[src/rtl/core/ils_pkg.sv]
package ils_pkg;

  localparam int CAPACITY_DEF = 64;

  localparam int VAL_W  = 32;
  localparam int POS_W  = 8;
  localparam int KIND_W = 3;
  localparam int ST_W   = 2;

  // request codes
  localparam logic [KIND_W-1:0] REQ_GET    = 3'd0;
  localparam logic [KIND_W-1:0] REQ_HEAD   = 3'd1;
  localparam logic [KIND_W-1:0] REQ_TAIL   = 3'd2;
  localparam logic [KIND_W-1:0] REQ_INDEX  = 3'd3;
  localparam logic [KIND_W-1:0] REQ_DELETE = 3'd4;

  // status codes
  localparam logic [ST_W-1:0] ST_DONE  = 2'd0;
  localparam logic [ST_W-1:0] ST_RANGE = 2'd1;
  localparam logic [ST_W-1:0] ST_FULL  = 2'd2;

  typedef enum logic [1:0] {
    RV_ZERO = 2'd0,
    RV_NEG  = 2'd1,
    RV_MEM  = 2'd2
  } rv_sel_t;

  typedef enum logic {
    WR_MEM = 1'b0,
    WR_VAL = 1'b1
  } wr_sel_t;

  // controller -> datapath
  typedef struct packed {
    logic            val_load;
    logic            rd_en;
    logic            wr_en;
    wr_sel_t         wr_sel;
    logic            cnt_inc;
    logic            cnt_dec;
    logic            out_load;
    rv_sel_t         rv_sel;
    logic [ST_W-1:0] status;
  } ils_cmd_t;

endpackage

[src/rtl/core/ils_if.sv]
interface ils_in_if
  import ils_pkg::*;
();
  logic                    valid;
  logic                    ready;
  logic [KIND_W-1:0]       req_type;
  logic signed [POS_W-1:0] position;
  logic signed [VAL_W-1:0] new_value;

  modport source (output valid, output req_type, output position, output new_value,
                  input ready);
  modport sink   (input valid, input req_type, input position, input new_value,
                  output ready);
endinterface

interface ils_out_if
  import ils_pkg::*;
#(
  parameter int LEN_W = $clog2(CAPACITY_DEF + 1)
) ();
  logic                    valid;
  logic                    ready;
  logic signed [VAL_W-1:0] read_value;
  logic [ST_W-1:0]         status;
  logic [LEN_W-1:0]        list_length;

  modport source (output valid, output read_value, output status, output list_length,
                  input ready);
  modport sink   (input valid, input read_value, input status, input list_length,
                  output ready);
endinterface

[src/rtl/core/ils_datapath.sv]
module ils_datapath
  import ils_pkg::*;
#(
  parameter int CAPACITY = CAPACITY_DEF,
  parameter int ADDR_W   = $clog2(CAPACITY),
  parameter int LEN_W    = $clog2(CAPACITY + 1)
) (
  input  logic                    clk,
  input  logic                    rst_n,
  input  ils_cmd_t                cmd,
  input  logic [ADDR_W-1:0]       rd_addr,
  input  logic [ADDR_W-1:0]       wr_addr,
  input  logic signed [VAL_W-1:0] new_value,
  output logic [LEN_W-1:0]        count,
  output logic signed [VAL_W-1:0] read_value,
  output logic [ST_W-1:0]         status,
  output logic [LEN_W-1:0]        list_length
);

  logic [VAL_W-1:0] mem [CAPACITY];
  logic [VAL_W-1:0] rdata_r;
  logic [VAL_W-1:0] value_r;
  logic [VAL_W-1:0] wdata;
  logic [VAL_W-1:0] rv;
  logic [LEN_W-1:0] count_r, count_nxt;
  logic [VAL_W-1:0] read_value_r;
  logic [ST_W-1:0]  status_r;
  logic [LEN_W-1:0] length_r;

  assign wdata = (cmd.wr_sel == WR_VAL) ? value_r : rdata_r;

  always_ff @(posedge clk) begin
    if (cmd.wr_en) begin
      mem[wr_addr] <= wdata;
    end
    if (cmd.rd_en) begin
      rdata_r <= mem[rd_addr];
    end
  end

  always_ff @(posedge clk) begin
    if (cmd.val_load) begin
      value_r <= new_value;
    end
  end

  always_comb begin
    count_nxt = count_r;
    if (cmd.cnt_inc) begin
      count_nxt = count_r + LEN_W'(1);
    end else if (cmd.cnt_dec) begin
      count_nxt = count_r - LEN_W'(1);
    end
  end

  always_ff @(posedge clk) begin
    if (!rst_n) begin
      count_r <= '0;
    end else begin
      count_r <= count_nxt;
    end
  end

  always_comb begin
    case (cmd.rv_sel)
      RV_MEM:  rv = rdata_r;
      RV_NEG:  rv = '1;
      default: rv = '0;
    endcase
  end

  always_ff @(posedge clk) begin
    if (cmd.out_load) begin
      read_value_r <= rv;
      status_r     <= cmd.status;
      length_r     <= count_r;
    end
  end

  assign count       = count_r;
  assign read_value  = read_value_r;
  assign status      = status_r;
  assign list_length = length_r;

endmodule

[src/rtl/core/ils_ctrl.sv]
module ils_ctrl
  import ils_pkg::*;
#(
  parameter int CAPACITY = CAPACITY_DEF,
  parameter int ADDR_W   = $clog2(CAPACITY),
  parameter int LEN_W    = $clog2(CAPACITY + 1)
) (
  input  logic                    clk,
  input  logic                    rst_n,
  input  logic                    in_valid,
  output logic                    in_ready,
  input  logic [KIND_W-1:0]       in_req_type,
  input  logic signed [POS_W-1:0] in_position,
  output logic                    out_valid,
  input  logic                    out_ready,
  input  logic [LEN_W-1:0]        count,
  output ils_cmd_t                cmd,
  output logic [ADDR_W-1:0]       rd_addr,
  output logic [ADDR_W-1:0]       wr_addr
);

  // compare width: holds any count and any position + 1
  localparam int CW = ((LEN_W > POS_W - 1) ? LEN_W : POS_W - 1) + 1;

  typedef enum logic [5:0] {
    S_IDLE   = 6'b000001,
    S_DECODE = 6'b000010,
    S_SHIFT  = 6'b000100,
    S_DRAIN  = 6'b001000,
    S_WRVAL  = 6'b010000,
    S_FIN    = 6'b100000
  } state_t;

  state_t              state_r, state_nxt;
  logic [KIND_W-1:0]   kind_r, kind_nxt;
  logic [POS_W-1:0]    pos_r, pos_nxt;
  logic [ADDR_W-1:0]   p_r, p_nxt;        // insert target, or last read of a delete
  logic [ADDR_W-1:0]   rd_ptr_r, rd_ptr_nxt;
  logic [ADDR_W-1:0]   last_r, last_nxt;
  logic                pend_r, pend_nxt;
  logic [ST_W-1:0]     st_r, st_nxt;
  rv_sel_t             rv_sel_r, rv_sel_nxt;
  logic                out_valid_r, out_valid_nxt;

  logic [CW-1:0] pos_ext, cnt_ext, tgt_ext;
  logic          pos_neg, is_del, full;

  assign pos_neg = pos_r[POS_W-1];
  assign pos_ext = CW'(pos_r[POS_W-2:0]);
  assign cnt_ext = CW'(count);
  assign is_del  = (kind_r == REQ_DELETE);
  assign full    = (cnt_ext == CW'(CAPACITY));

  assign in_ready  = (state_r == S_IDLE);
  assign out_valid = out_valid_r;

  always_comb begin
    case (kind_r)
      REQ_HEAD: tgt_ext = '0;
      REQ_TAIL: tgt_ext = cnt_ext;
      default:  tgt_ext = pos_ext;
    endcase
  end

  always_comb begin
    state_nxt     = state_r;
    kind_nxt      = kind_r;
    pos_nxt       = pos_r;
    p_nxt         = p_r;
    rd_ptr_nxt    = rd_ptr_r;
    last_nxt      = last_r;
    pend_nxt      = pend_r;
    st_nxt        = st_r;
    rv_sel_nxt    = rv_sel_r;
    out_valid_nxt = out_valid_r;

    cmd          = '0;
    cmd.wr_sel   = WR_MEM;
    cmd.rv_sel   = rv_sel_r;
    cmd.status   = st_r;
    rd_addr      = rd_ptr_r;
    wr_addr      = is_del ? last_r - ADDR_W'(1) : last_r + ADDR_W'(1);

    if (out_valid_r && out_ready) begin
      out_valid_nxt = 1'b0;
    end

    case (state_r)
      S_IDLE: begin
        if (in_valid) begin
          kind_nxt     = in_req_type;
          pos_nxt      = in_position;
          cmd.val_load = 1'b1;
          state_nxt    = S_DECODE;
        end
      end

      S_DECODE: begin
        st_nxt     = ST_DONE;
        rv_sel_nxt = RV_ZERO;
        pend_nxt   = 1'b0;
        state_nxt  = S_FIN;
        case (kind_r)
          REQ_GET: begin
            if (pos_neg || pos_ext >= cnt_ext) begin
              st_nxt     = ST_RANGE;
              rv_sel_nxt = RV_NEG;
            end else begin
              cmd.rd_en  = 1'b1;
              rd_addr    = ADDR_W'(pos_ext);
              rv_sel_nxt = RV_MEM;
            end
          end
          REQ_HEAD, REQ_TAIL, REQ_INDEX: begin
            if (kind_r == REQ_INDEX && (pos_neg || pos_ext > cnt_ext)) begin
              st_nxt = ST_RANGE;
            end else if (full) begin
              st_nxt = ST_FULL;
            end else begin
              p_nxt = ADDR_W'(tgt_ext);
              if (cnt_ext > tgt_ext) begin
                rd_ptr_nxt = ADDR_W'(cnt_ext - CW'(1));
                state_nxt  = S_SHIFT;
              end else begin
                state_nxt = S_WRVAL;
              end
            end
          end
          REQ_DELETE: begin
            if (pos_neg || pos_ext >= cnt_ext) begin
              st_nxt = ST_RANGE;
            end else if (pos_ext + CW'(1) < cnt_ext) begin
              rd_ptr_nxt = ADDR_W'(pos_ext + CW'(1));
              p_nxt      = ADDR_W'(cnt_ext - CW'(1));
              state_nxt  = S_SHIFT;
            end else begin
              cmd.cnt_dec = 1'b1;
            end
          end
          default: ;
        endcase
      end

      // one read and, once a read is pending, one write per cycle
      S_SHIFT: begin
        cmd.rd_en  = 1'b1;
        cmd.wr_en  = pend_r;
        pend_nxt   = 1'b1;
        last_nxt   = rd_ptr_r;
        rd_ptr_nxt = is_del ? rd_ptr_r + ADDR_W'(1) : rd_ptr_r - ADDR_W'(1);
        if (rd_ptr_r == p_r) begin
          state_nxt = S_DRAIN;
        end
      end

      S_DRAIN: begin
        cmd.wr_en = 1'b1;
        if (is_del) begin
          cmd.cnt_dec = 1'b1;
          state_nxt   = S_FIN;
        end else begin
          state_nxt = S_WRVAL;
        end
      end

      S_WRVAL: begin
        cmd.wr_en   = 1'b1;
        cmd.wr_sel  = WR_VAL;
        wr_addr     = p_r;
        cmd.cnt_inc = 1'b1;
        state_nxt   = S_FIN;
      end

      S_FIN: begin
        if (!out_valid_r || out_ready) begin
          cmd.out_load  = 1'b1;
          out_valid_nxt = 1'b1;
          state_nxt     = S_IDLE;
        end
      end

      default: begin
        state_nxt = S_IDLE;
      end
    endcase
  end

  always_ff @(posedge clk) begin
    if (!rst_n) begin
      state_r     <= S_IDLE;
      out_valid_r <= 1'b0;
    end else begin
      state_r     <= state_nxt;
      out_valid_r <= out_valid_nxt;
    end
  end

  always_ff @(posedge clk) begin
    kind_r   <= kind_nxt;
    pos_r    <= pos_nxt;
    p_r      <= p_nxt;
    rd_ptr_r <= rd_ptr_nxt;
    last_r   <= last_nxt;
    pend_r   <= pend_nxt;
    st_r     <= st_nxt;
    rv_sel_r <= rv_sel_nxt;
  end

endmodule

[src/rtl/core/indexed_list_store.sv]
// Ordered list of signed 32-bit values, CAPACITY entries deep, with a length.
// in_ch carries one request per transfer: req_type (get, add at head, add at
// tail, add at index, delete), position and new_value. out_ch returns one
// result per request: read_value, status and the list length after it.
// One request is in work at a time; in_ch is ready only while the block idles.
// Every request passes a decode step and ends in a finish step that loads the
// output register. An insert first moves the entries at and behind its slot
// up, then writes the new value; a delete moves the entries behind its slot
// down. Entries move one per cycle, through the one read port and the one
// write port of the value memory.
// The result sits in an output register; if out_ch stalls, the block holds
// it, still takes and works one more request, and then waits with that
// second result until the output register frees.
// Reset (rst_n low, synchronous) empties the list and drops any pending
// result; memory contents are not cleared and need no clearing pass.
module indexed_list_store
  import ils_pkg::*;
#(
  parameter int CAPACITY = CAPACITY_DEF,
  parameter int LEN_W    = $clog2(CAPACITY + 1)
) (
  input  logic     clk,
  input  logic     rst_n,
  ils_in_if.sink   in_ch,
  ils_out_if.source out_ch
);

  localparam int ADDR_W = $clog2(CAPACITY);

  ils_cmd_t          cmd;
  logic [ADDR_W-1:0] rd_addr;
  logic [ADDR_W-1:0] wr_addr;
  logic [LEN_W-1:0]  count;

  ils_ctrl #(
    .CAPACITY (CAPACITY),
    .ADDR_W   (ADDR_W),
    .LEN_W    (LEN_W)
  ) u_ctrl (
    .clk         (clk),
    .rst_n       (rst_n),
    .in_valid    (in_ch.valid),
    .in_ready    (in_ch.ready),
    .in_req_type (in_ch.req_type),
    .in_position (in_ch.position),
    .out_valid   (out_ch.valid),
    .out_ready   (out_ch.ready),
    .count       (count),
    .cmd         (cmd),
    .rd_addr     (rd_addr),
    .wr_addr     (wr_addr)
  );

  ils_datapath #(
    .CAPACITY (CAPACITY),
    .ADDR_W   (ADDR_W),
    .LEN_W    (LEN_W)
  ) u_datapath (
    .clk         (clk),
    .rst_n       (rst_n),
    .cmd         (cmd),
    .rd_addr     (rd_addr),
    .wr_addr     (wr_addr),
    .new_value   (in_ch.new_value),
    .count       (count),
    .read_value  (out_ch.read_value),
    .status      (out_ch.status),
    .list_length (out_ch.list_length)
  );

endmodule

[src/flat_wrapper.sv]
// flat-port wrapper written by rule: the top's interface ports become plain ports
module indexed_list_store_flat import ils_pkg::*;
#(
  parameter int CAPACITY = CAPACITY_DEF,
  parameter int LEN_W    = $clog2(CAPACITY + 1)
)
  (clk, rst_n, in_ch_valid, in_ch_req_type, in_ch_position, in_ch_new_value, in_ch_ready, out_ch_valid, out_ch_read_value, out_ch_status, out_ch_list_length, out_ch_ready);
  ils_in_if in_ch_i ();
  ils_out_if #(.LEN_W(LEN_W)) out_ch_i ();
  input  logic clk;
  input  logic rst_n;
  input wire logic [$bits(in_ch_i.valid)-1:0] in_ch_valid;
  input wire logic [$bits(in_ch_i.req_type)-1:0] in_ch_req_type;
  input wire logic [$bits(in_ch_i.position)-1:0] in_ch_position;
  input wire logic [$bits(in_ch_i.new_value)-1:0] in_ch_new_value;
  output wire logic [$bits(in_ch_i.ready)-1:0] in_ch_ready;
  output wire logic [$bits(out_ch_i.valid)-1:0] out_ch_valid;
  output wire logic [$bits(out_ch_i.read_value)-1:0] out_ch_read_value;
  output wire logic [$bits(out_ch_i.status)-1:0] out_ch_status;
  output wire logic [$bits(out_ch_i.list_length)-1:0] out_ch_list_length;
  input wire logic [$bits(out_ch_i.ready)-1:0] out_ch_ready;
  assign in_ch_i.valid = in_ch_valid;
  assign in_ch_i.req_type = in_ch_req_type;
  assign in_ch_i.position = in_ch_position;
  assign in_ch_i.new_value = in_ch_new_value;
  assign in_ch_ready = in_ch_i.ready;
  assign out_ch_valid = out_ch_i.valid;
  assign out_ch_read_value = out_ch_i.read_value;
  assign out_ch_status = out_ch_i.status;
  assign out_ch_list_length = out_ch_i.list_length;
  assign out_ch_i.ready = out_ch_ready;
  indexed_list_store #(.CAPACITY(CAPACITY), .LEN_W(LEN_W)) u_core (.clk(clk), .rst_n(rst_n), .in_ch(in_ch_i), .out_ch(out_ch_i));
endmodule
[config.mk]
export PLATFORM = sky130hd
export DESIGN_NAME = indexed_list_store_flat
export DESIGN_NICKNAME = d
export VERILOG_FILES = /design/src/rtl/core/ils_pkg.sv /design/src/rtl/core/ils_if.sv /design/src/rtl/core/ils_datapath.sv /design/src/rtl/core/ils_ctrl.sv /design/src/rtl/core/indexed_list_store.sv /design/src/flat_wrapper.sv
export SDC_FILE = /design/constraint.sdc
export NUM_CORES = 2
export LEC_CHECK = 0
export ABC_AREA = 1
export BUFFER_PORTS_ARGS = -buffer_cell sky130_fd_sc_hd__buf_2
export CAP_MARGIN = 0
export CORE_MARGIN = 2
export CORE_UTILIZATION = 42
export DETAILED_ROUTE_END_ITERATION = 10
export HOLD_SLACK_MARGIN = 0.05
export PLACE_DENSITY = 0.66
export RECOVER_POWER = 25
export SLEW_MARGIN = 20
export SYNTH_ARGS = -nofsm -noshare
export SYNTH_HDL_FRONTEND = slang
export SYNTH_SLANG_ARGS = --single-unit
[constraint.sdc]
create_clock -name clk -period 6.1 [get_ports clk]
set_input_delay 1.525 -clock clk [delete_from_list [all_inputs] [get_ports clk]]
set_output_delay 1.525 -clock clk [all_outputs]
set_load 0.01 [all_outputs]
==> out/results.ini <==
[floorplan]
dieWidth_um = 483.5
die_area_um2 = 233700
num_rows = 176
fp.dieH_um = 483.5
start_util_pct = 42.12
io_pins = 90
core_um2 = 229200

[synthesis]
syn_nets = 9426
syn_inst = 9339
synth-edff-count = 2187
synth.avg_cell_area_um2 = 10.34
yosysWarnings = 0
ys_seq_area_share_pct = 68.30
ys.flop_type = edfxtp_1
ys_ff_latch = 2201
syn_area_um2 = 96560
ys_types = 42
synth-async-reset-ratio_pct = 0

[cells_and_area]
postLayoutCoreUtil_pct = 47.13
drive_gt1_share_pct = 6.960
fillerInstances = 20360
area_delta_synth_final_pct = 11.89
nets = 9461

[clock_network]
cts_sinks = 2201
clkTransAtPathRegs_ns = 0.06
numCtsBuffers = 219
cts_resized = 0
clkLatencyLatePin_ns = 0.86
cts_tree = done
post-cts-setup-buffers = 0
clock_tree.root_cell = clkbuf_16
htreeDepth = 4
ctsHoldBuffers = 0
clk_path_buf_depth = 3

[sta]
hold_viol = 0
setup_violations = 0
finalCriticalPeriod_ns = 5.392
rsz0062_at_grt = false
fin_crit_sh_pct = 88.39
fin_skew_ns = 0.03001
drv_slew = 967
fmax_mhz = 185.5
max_slew.worst_pin.slew_ns = 3.286
fin_tns_setup_ns = 0
max-slew-margin-rel_pct = -119.1
hold_slack_ns = 0.4235

[grt]
overflow = 0
grt_start_max_net_pins = 147
grt_use_total_pct = 22.35
grt_pass1_wl_mm = 397.9
antenna_found_initial = 5
grt_pass1_vias = 63000

[pwr]
p_per_area_nw_per_um2 = 281.5
peakVddDrop_mv = 0.2494
total_power_mw = 30.41
leakage_nw = 45.33

[critical_path]
max_stage_delay_ns = 0.55
crit_type = reg -> reg
cp.arrival_ns = 6.04
r2r_start = u_core.u_ctrl.pos_r[2]$_DFFE_PP_
end_kind = flip-flop
rr_endpoint = u_core.u_datapath.rdata_r[5]$_DFFE_PP_
worst_path_most_repeated_cell = nand3_1
critPathSlowestCell = edfxtp_1
r2r_cells = 16
reg2reg_slack_ns = 0.71
path_cells = ha_1 > and3_1 > nand2_1 > nand2_1 > nor2_1 > nand3_4 > nand2_4 > nand2_8 > buf_12 > nand2_1 > nand3_1 > nand3_1 > nand3_1 > nand3_1 > nand3_1 > nand2_1
start_kind = flip-flop
crit_fanout = 78
cp.required_ns = 6.75

[placed_design]
dp_hpwl_mm = 145.1
place.gp.congestion = 0.8963
io_buffers = 89

[route]
wl_per_cell_um = 21.24
firstDrtPassIters = 9
wl_mm = 267.3
ant_nets = 0
viasPerCell = 5.257
drc = 0
drtIter0Drc = 8911
vias = 66150

[min_path]
min_to = u_core.u_datapath.status[1]$_DFFE_PP_
whs_path_depth = 0
hp-class = reg -> reg
min_from = u_core.u_ctrl.st_r[1]$_DFFE_PN_

[status]
status = finished with violations
violations = capacitance limit, slew limit

[flow_run]
max_cap_viol_count = 17

==> area by class of cell <==
type | count | area, um2 | area share (%)
Sequential cell | 2201 | 65950 | 61.05
Multi-Input combinational cell | 4692 | 21510 | 19.91
Inverter | 1975 | 7430 | 6.877
Clock buffer | 265 | 5717 | 5.291
Tap cell | 3026 | 3786 | 3.504
Timing Repair Buffer | 285 | 2462 | 2.279
Clock inverter | 136 | 1166 | 1.079
Antenna cell | 4 | 10.01 | 0.009265
==> synth_stat cells (4+ instances only) <==
cell type / number / area, um2
nor2_1: 108 / 405.4
a31oi_1: 5 / 31.28
o21ai_0: 35 / 175.2
o22ai_1: 9 / 56.30
nand3_1: 2003 / 10020
xnor2_1: 5 / 43.79
a21oi_1: 60 / 300.3
buf_2: 333 / 1667
inv_1: 1971 / 7398
clkbuf_1: 87 / 326.6
edfxtp_1: 2187 / 65670
dfxtp_1: 14 / 280.3
ha_1: 37 / 462.9
nand2_1: 2366 / 8881
buf_4: 20 / 150.1
xor2_1: 16 / 140.1
buf_1: 28 / 105.1
inv_2: 4 / 15.01
nor3_1: 7 / 35.03
nand4_1: 6 / 37.54
==> how the worst max path moves through the flow <==
stage / depth (start not counted) / slack, ns / start / to
global route: 18 / 0.48 / u_core.u_datapath.count[2]$_SDFFE_PN0P_ / u_core.u_datapath.rdata_r[27]$_DFFE_PP_
detailed placement: 15 / 1.29 / u_core.u_ctrl.pos_r[2]$_DFFE_PP_ / u_core.u_datapath.rdata_r[5]$_DFFE_PP_
global placement: 18 / 1.28 / u_core.u_ctrl.kind_r[1]$_DFFE_PP_ / u_core.u_datapath.mem[24][11]$_DFFE_PP_
floorplan: 2 / 0.05 / out_ch_ready / u_core.u_datapath.list_length[0]$_DFFE_PP_
CTS: 16 / 1.25 / u_core.u_ctrl.pos_r[2]$_DFFE_PP_ / u_core.u_datapath.rdata_r[5]$_DFFE_PP_
finish: 16 / 0.71 / u_core.u_ctrl.pos_r[2]$_DFFE_PP_ / u_core.u_datapath.rdata_r[5]$_DFFE_PP_
==> kinds of logic after synthesis <==
| kind of cell | Yosys count | synth area share [%] |
|---|---|---|
| compound gates | 125 | 0.7166 |
| xor+xnor | 21 | 0.1905 |
| fa+ha+maj | 40 | 0.5416 |
| buf+inv | 2446 | 10.04 |
| flops | 2201 | 68.30 |
| simple gates | 4506 | 20.21 |
==> where the power goes <==
group	switching (mW)	internal, mW
Combinational	0.658	0.240
Sequential	0.0214	16.4
Clock	5.73	7.33
Total	6.41	24.0
==> flip-flops by register name, summed over array words and instances, names as in the netlist, 3 cells and up <==
signal / cells
u_core.u_ctrl.p_r: 6
u_core.u_datapath.value_r: 32
u_core.u_ctrl.last_r: 6
u_core.u_datapath.rdata_r: 32
u_core.u_datapath.count: 7
u_core.u_ctrl.state_r: 6
u_core.u_ctrl.pos_r: 8
u_core.u_ctrl.kind_r: 3
u_core.u_datapath.mem: 2048
u_core.u_datapath.read_value: 32
u_core.u_ctrl.rd_ptr_r: 6
u_core.u_datapath.list_length: 7
==> cells in the final DEF (no fill, tap or decap), types with 45 or more instances in the layout <==
cell type / instances
nand2_1: 2346
edfxtp_1: 2187
nand3_1: 2003
inv_1: 1969
clkbuf_16: 222
buf_4: 135
buf_2: 77
nor2_4: 65
clkinv_1: 65
clkbuf_1: 61
a21oi_1: 60
buf_12: 48
nor2_1: 45
==> worst max-delay path, delay by kind of cell, from the launching register on <==
family,cells,cell delay [ns]
flip-flops,1,0.55
buffers and inverters,1,0.40
adder cells (fa/ha/maj),1,0.39
AND/OR/NAND/NOR,14,3.69
==> metrics by stage <==
| stage | instances | area, um2 | worst slack [ns] |
|---|---|---|---|
| final | 12580 | 108000 | 0.7085 |
| after global routing | 12580 | 108000 | 0.4840 |
| after CTS | 12580 | 108200 | 1.249 |
| after detailed placement | 12180 | 101300 | 1.289 |
| after global placement | 12180 | 101300 | 1.279 |
| after floorplan | 9339 | 96560 | 0.05321 |
==> layer usage <==
layer  track usage, %  vias to the layer above  part of all wire, %
li1                 -                    30390                    -
met4            7.142                        0                  2.9
met2            35.56                     3558                   46
met3            4.051                      469                   10
met1            31.08                    31730                   41
met5                0                        -                    0
(Power assumes the default switching activity.)
